[src/rtl/core/pcsr_pkg.sv]
// Shared types, codes and widths of the pattern CSR sparse matrix-vector block.
`timescale 1ns / 1ps
package pcsr_pkg;

  localparam int unsigned Q_W   = 32;
  localparam int unsigned ACC_W = 48;
  localparam int unsigned IDX_W = 10;
  localparam int unsigned ROW_W = 16;
  localparam int unsigned REG_W = 2;

  typedef logic [1:0] op_t;
  localparam op_t OP_LOAD  = 2'd0;
  localparam op_t OP_NZ    = 2'd1;
  localparam op_t OP_EMPTY = 2'd2;

  typedef logic [REG_W-1:0] reg_idx_t;
  localparam reg_idx_t REG_NONZERO = 2'd0;
  localparam reg_idx_t REG_SCALED  = 2'd1;
  localparam reg_idx_t REG_ALPHA   = 2'd2;
  localparam reg_idx_t REG_BETA    = 2'd3;

  localparam logic signed [Q_W-1:0] NONZERO_RST = 32'sd65536;
  localparam logic signed [Q_W-1:0] ALPHA_RST   = 32'sd65536;
  localparam logic signed [Q_W-1:0] BETA_RST    = 32'sd0;

  typedef struct packed {
    logic                    start;
    logic signed [ACC_W-1:0] a;
    logic signed [Q_W-1:0]   b;
  } mul_req_t;

  typedef struct packed {
    logic                    done;
    logic                    sat;
    logic signed [ACC_W-1:0] result;
  } mul_rsp_t;

endpackage

[src/rtl/core/pcsr_mul.sv]
// Iterative Q16.16 multiplier: 48x32 product in two 24x32 passes, rounded and clipped.
`timescale 1ns / 1ps
module pcsr_mul (
  input  logic                clk,
  input  logic                rst_n,
  input  pcsr_pkg::mul_req_t  req,
  output pcsr_pkg::mul_rsp_t  rsp
);

  typedef enum logic [2:0] {
    M_IDLE,
    M_LO,
    M_HI,
    M_SUM,
    M_CLIP
  } mstate_t;

  mstate_t     state_r;
  logic        neg_r;
  logic [47:0] ma_r;
  logic [31:0] mb_r;
  logic [55:0] plo_r;
  logic [55:0] phi_r;
  logic [63:0] mag_r;

  logic [23:0] part_sel;
  logic [55:0] part_prod;
  logic [56:0] rnd_nxt;
  logic [63:0] mag_nxt;
  logic [63:0] lim;
  logic [47:0] clip_mag;
  logic        clip_sat;

  always_comb begin
    part_sel  = (state_r == M_HI) ? ma_r[47:24] : ma_r[23:0];
    part_prod = 56'(part_sel) * 56'(mb_r);
    rnd_nxt   = {1'b0, plo_r} + 57'h8000;
    mag_nxt   = {phi_r, 8'b0} + 64'(rnd_nxt[56:16]);
    lim       = neg_r ? 64'h8000_0000_0000 : 64'h7FFF_FFFF_FFFF;
    clip_sat  = (mag_r > lim);
    clip_mag  = clip_sat ? lim[47:0] : mag_r[47:0];
  end

  always_ff @(posedge clk) begin
    if (!rst_n) begin
      state_r  <= M_IDLE;
      rsp.done <= 1'b0;
    end else begin
      rsp.done <= (state_r == M_CLIP);
      case (state_r)
        M_IDLE: begin
          if (req.start) begin
            neg_r   <= req.a[47] ^ req.b[31];
            ma_r    <= req.a[47] ? (~req.a + 48'd1) : req.a;
            mb_r    <= req.b[31] ? (~req.b + 32'd1) : req.b;
            state_r <= M_LO;
          end
        end
        M_LO: begin
          plo_r   <= part_prod;
          state_r <= M_HI;
        end
        M_HI: begin
          phi_r   <= part_prod;
          state_r <= M_SUM;
        end
        M_SUM: begin
          mag_r   <= mag_nxt;
          state_r <= M_CLIP;
        end
        M_CLIP: begin
          rsp.result <= neg_r ? (~clip_mag + 48'd1) : clip_mag;
          rsp.sat    <= clip_sat;
          state_r    <= M_IDLE;
        end
        default: begin
          state_r <= M_IDLE;
        end
      endcase
    end
  end

endmodule

[config.mk]
export PLATFORM = sky130hd
export DESIGN_NAME = pcsr_mul
export DESIGN_NICKNAME = d
export VERILOG_FILES = /design/src/rtl/core/pcsr_pkg.sv /design/src/rtl/core/pcsr_mul.sv
export SDC_FILE = /design/constraint.sdc
export NUM_CORES = 2
export LEC_CHECK = 0
export BUFFER_PORTS_ARGS = -buffer_cell sky130_fd_sc_hd__buf_2
export CAP_MARGIN = 10
export CORE_MARGIN = 2
export CORE_UTILIZATION = 59
export DETAILED_ROUTE_END_ITERATION = 6
export PLACE_DENSITY = 0.86
export SLEW_MARGIN = 0
export SYNTH_ARGS = -nofsm -noshare
export SYNTH_HDL_FRONTEND = slang
export SYNTH_SLANG_ARGS = --single-unit
[constraint.sdc]
create_clock -name clk -period 8.72 [get_ports clk]
set_input_delay 1.308 -clock clk [delete_from_list [all_inputs] [get_ports clk]]
set_output_delay 1.308 -clock clk [all_outputs]
set_load 0.01 [all_outputs]
After elaboration in Yosys (flattened, before gate mapping) --
Index checks and enable logic that the tools add are counted.
Cells by class: muxes and demuxes 8, $mul 1, bitwise gates (word level) 4, magnitude comparators 1, reduce and logical (&&, ||, !) cells 6, equal/unequal tests 5, add/subtract/negate cells 5
Operators by type and width (count):
- $mux W48 | 3
- $add A48 B1 Y48 const B | 2
- $not A48 Y48 | 2
- $add A64 B41 Y64 | 1
- $gt A64 B48 Y1 | 1
- $add A56 B16 Y57 const B | 1
- $mul A24 B32 Y56 | 1
- $mux W47 | 1
- $add A32 B1 Y32 const B | 1
- $not A32 Y32 | 1
- $mux W31 | 1
- $mux W24 | 1
- $pmux W3 S4 | 1
- $reduce_and A2 Y1 | 4
- $eq A3 B2 Y1 const B | 2
- $eq A3 B1 Y1 const B | 1
- $eq A3 B3 Y1 const B | 1
- $logic_not A3 Y1 | 1
- $mux W3 | 1
- $reduce_and A3 Y1 | 1
- $ne A2 B2 Y1 const B | 1
- $xor A1 B1 Y1 | 1
Word-level totals: bits of input ports 83, flip-flop bits (word level) 310

Logic depth before layout (Yosys ltp) --
depth in word-level cells 6, mapped depth 30, depth with buffers taken out 27

Worst setup path before layout --
Ideal clock, no wire load.
kind register -> register, from register state_r[1], to register phi_r[47] (data pin), cell stages (with the launch flop) 30, arrival time 8.265 ns, data required time 8.478 ns, library setup time 0.242 ns, setup slack 0.213 ns, cell sequence dfxtp_1 -> nor3b_1 -> clkbuf_1 -> mux2_2 -> clkbuf_1 -> and2_1 -> fa_1 -> inv_1 -> fa_1 -> inv_1 -> fa_1 -> inv_1 -> fa_1 -> inv_1 -> fa_1 -> fa_1 -> inv_1 -> fa_1 -> inv_1 -> ha_1 -> nand4_1 -> nor3_1 -> nand4_1 -> a311oi_1 -> o21ai_0 -> a21oi_1 -> nand2b_1 -> o21ai_0 -> and4_1 -> a2111oi_0
Between the ends: word-level cells in the longest chain between the ends 3
RTL lines:
- from (decl) | RTL line pcsr_mul.sv:18 | mstate_t state_r;
- from (signal assigned) | RTL line pcsr_mul.sv:46 | state_r <= M_IDLE;
- from (signal assigned) | RTL line pcsr_mul.sv:56 | state_r <= M_LO;
- from (signal assigned) | RTL line pcsr_mul.sv:61 | state_r <= M_HI;
- $eq A3 B2 Y1 | RTL line pcsr_mul.sv:35 | part_sel = (state_r == M_HI) ? ma_r[47:24] : ma_r[23:0];
- $mux W24 | RTL line pcsr_mul.sv:35
- $mul A24 B32 Y56 | RTL line pcsr_mul.sv:36 | part_prod = 56'(part_sel) * 56'(mb_r);
- via part_prod[47] | RTL line pcsr_mul.sv:27 | logic [55:0] part_prod;
- to (signal assigned) | RTL line pcsr_mul.sv:64 | phi_r <= part_prod;
- to (decl) | RTL line pcsr_mul.sv:23 | logic [55:0] phi_r;
The timed path passes the listed nets, and every way through them passes these cells. A chain may end at the register's enable or synchronous reset.

Worst setup path after layout --
from register state_r[2], to register plo_r[44] (data pin)
Between the ends: word-level cells in the longest chain between the ends 3
RTL lines:
- $eq A3 B2 Y1 | RTL line pcsr_mul.sv:35
- $mux W24 | RTL line pcsr_mul.sv:35
- $mul A24 B32 Y56 | RTL line pcsr_mul.sv:36
- via part_prod[44] | RTL line pcsr_mul.sv:27
- to (signal assigned) | RTL line pcsr_mul.sv:60 | plo_r <= part_prod;
- to (decl) | RTL line pcsr_mul.sv:22 | logic [55:0] plo_r;
The timed path passes the listed nets, and every way through them passes these cells.

==> run metrics <==
clock-pin slew on the worst setup and hold paths 0.06 ns; maximum fanout along the worst path 13; outcome finished, final reports clean; number of DRC markers in iteration 0 2560; crit path max-delay cell type fa_1; Post-synth EDFFs 291; Root Buffer clkbuf_16; Clock Skews roughly 0.027 ns; cell mode on critical path fa_1; die area 0.0713 mm^2; #FFs+latches synth 295; DR pass1 iterations 6; Synth Warn # 0; Critical Path AT 8.74 ns; Syn Area/Cell 9.75 um^2; Die Span Y between 200 and 300 um; Crit Path Class flip-flop to flip-flop; initial antenna violation count 1; Clock Sinks between 200 and 300; fin nets between 5000 and 6000; core area 0.0686 mm^2; Max clock buf depth 3; Worst Hold Class flip-flop to flip-flop; Via density 5.78; Seq/Total Area, Yosys 21.6%; fin crit share 97.0%; synth unique cells 68; Critical Path Sink Type flip-flop; Slew @ Worst Pin roughly 1.1 ns; DIE WIDTH 267 um; Worst Path Required 9.01 ns; Pins Over Slew Limit 0; IO Pins 133; commonest non-fill, non-tap cells in the layout inv_1 (735), fa_1 (659), nand2_1 (504); prevailing post-synth register cell edfxtp_1; row cnt 96; Max Cap Viol 0; global-route wire length before repair 160000 um; vias after detailed routing 30300; drt total wl 98800 um; Hold Buf Count CTS 0; H-tree depth 2; Clock Latency Late Sink between 0.5 and 0.6 ns; max incr delay on CP 0.58 ns; fraction of layout cells with a size suffix above 1 8.41%; pin count of the biggest net entering global routing 93; hpwl dp around 80000 um; final worst slack ~0.27 ns; CTS tree built; commonest non-fill, non-tap cell in the layout inv_1; fmax 118 MHz; Port Buf Inserts ~130; Mapped Nets 5196; Max-slew headroom around 29%; Initial Utilization 59.5%; worst slack, placed 0.0617 ns; Post-DRT Antenna Nets 0; cell count after placement approximately 5200; Finished Layout Cells ~5200; Fin Hold WS 0.571 ns; Cells after Synth 4187; final setup violation count 0; Async SR Flop Fraction 0%; WL/cell 18.9 um; min Tclk post-route 8.45 ns; area of the mapped netlist approximately 0.04 mm^2; GPL Wtd Cong about 0.96; Startpoint Class flip-flop; vias in the first global route about 31000; # fillers approximately 5100; GRT Total Usage 28.4%; Hold Fails Final Rpt 0; Num CTS Buffers 34; total global routing overflow 0; P&R area growth vs syn 8.12%; DRC 0
routing by layer:
layer	wire, um	global-route usage, %	part of all wire [%]	vias to the layer above
li1	-	-	-	13500
met5	60	0.485	0.061	-
met3	10300	7.25	10	342
met4	4000	11.2	4.1	4
met2	46900	46.6	47	1608
met1	37600	36.1	38	14800
through the flow:
step / area, um^2 / util [%] / setup TNS [ns]
final: 44100 / 64.3 / 0
after detailed placement: 42900 / 62.5 / 0
after CTS: 44000 / 64.2 / 0
after global routing: 44100 / 64.3 / -0.0135
after global placement: 42900 / 62.5 / 0
after floorplan: 40800 / - / 0
cell type report:
type                       count  area [um^2]  area share [%]
timing repair buffer         243         1530            3.46
inverter                     735         2760            6.25
clock buffer                  39          880            1.99
clock inverter                23          309           0.700
multi-input combinational   2968        28700            65.0
antenna                        1         2.50         0.00567
sequential                   295         8820            20.0
tap                          931         1160            2.64
registers in the layout, indices dropped and copies added, names as in the netlist:
| signal | flops |
|---|---|
| phi_r | 56 |
| rsp | 50 |
| neg_r | 1 |
| mb_r | 32 |
| plo_r | 41 |
| mag_r | 64 |
| ma_r | 48 |
| state_r | 3 |
synthesized netlist by cell type, types with 4 or more instances:
master     count  share of area [%]
a211oi_1      14               0.26
a21boi_0      10               0.18
a21o_1        73                1.3
a21oi_1      143                1.8
a311oi_1       5               0.11
a31o_2         5               0.11
a31oi_1       16               0.25
and2_1       308                4.7
and3_1        18               0.28
and4_1         8               0.17
buf_1          5              0.046
clkbuf_1     183                1.7
dfxtp_1        4               0.20
edfxtp_1     291                 21
fa_1         659                 32
ha_1         267                8.2
inv_1        735                6.8
mux2_2        22               0.61
mux2i_1        8               0.20
nand2_1      504                4.6
nand2b_1      27               0.41
nand3_1       42               0.52
nand3b_1       4              0.074
nand4_1       37               0.57
nor2_1        88               0.81
nor2b_1      106                1.6
nor3_1        47               0.58
nor3b_1        4              0.074
nor4_1        21               0.32
o2111ai_1      5               0.11
o211ai_1       4              0.074
o21a_1        13               0.24
o21ai_0      146                1.8
o21bai_1      17               0.31
o311ai_0       5               0.11
o31a_1         4              0.086
o31ai_1       25               0.46
o41ai_1       14               0.30
or2_2         11               0.17
or3_1         18               0.28
or4_1         13               0.24
xnor2_1      158                3.4
xor2_1        58                1.2
critical path, delay by kind of cell, from the launching register on:
| kind | cells | cell delay [ns] |
|---|---|---|
| and+or+nand+nor | 4 | 0.61 |
| adders and majority gates | 8 | 4.10 |
| buffers and inverters | 8 | 1.05 |
| xor gates and xnor gates | 1 | 0.13 |
| muxes | 1 | 0.43 |
| AOI/OAI and AO/OA | 7 | 1.50 |
| DFF | 1 | 0.34 |
cells by family after synthesis:
family	count (synthesis)	synth area share, %
muxes	30	0.803
xor gates and xnor gates	216	4.64
DFF	295	21.6
and+or+nand+nor	1273	15.9
adders and majority gates	926	40.5
AOI/OAI and AO/OA	523	8.02
buffers and inverters	924	8.52
what timing repair did:
action / 4_1_cts / 5_1_grt
endpoints found under the setup margin: 0 / 22
setup buffers: 0 / 1
resized for setup: 0 / 16
worst paths after layout:
path	from	end	slack (ns)	cells after the start
max	state_r[2]	plo_r[44]	0.27	29
min	phi_r[55]	mag_r[63]	0.57	1
max reg2reg	state_r[2]	plo_r[44]	0.27	29
min reg2reg	phi_r[55]	mag_r[63]	0.57	1
Power is left out: the tool's default activity adds up to more than one toggle a clock period on the data nets, which glitch-free logic cannot reach.
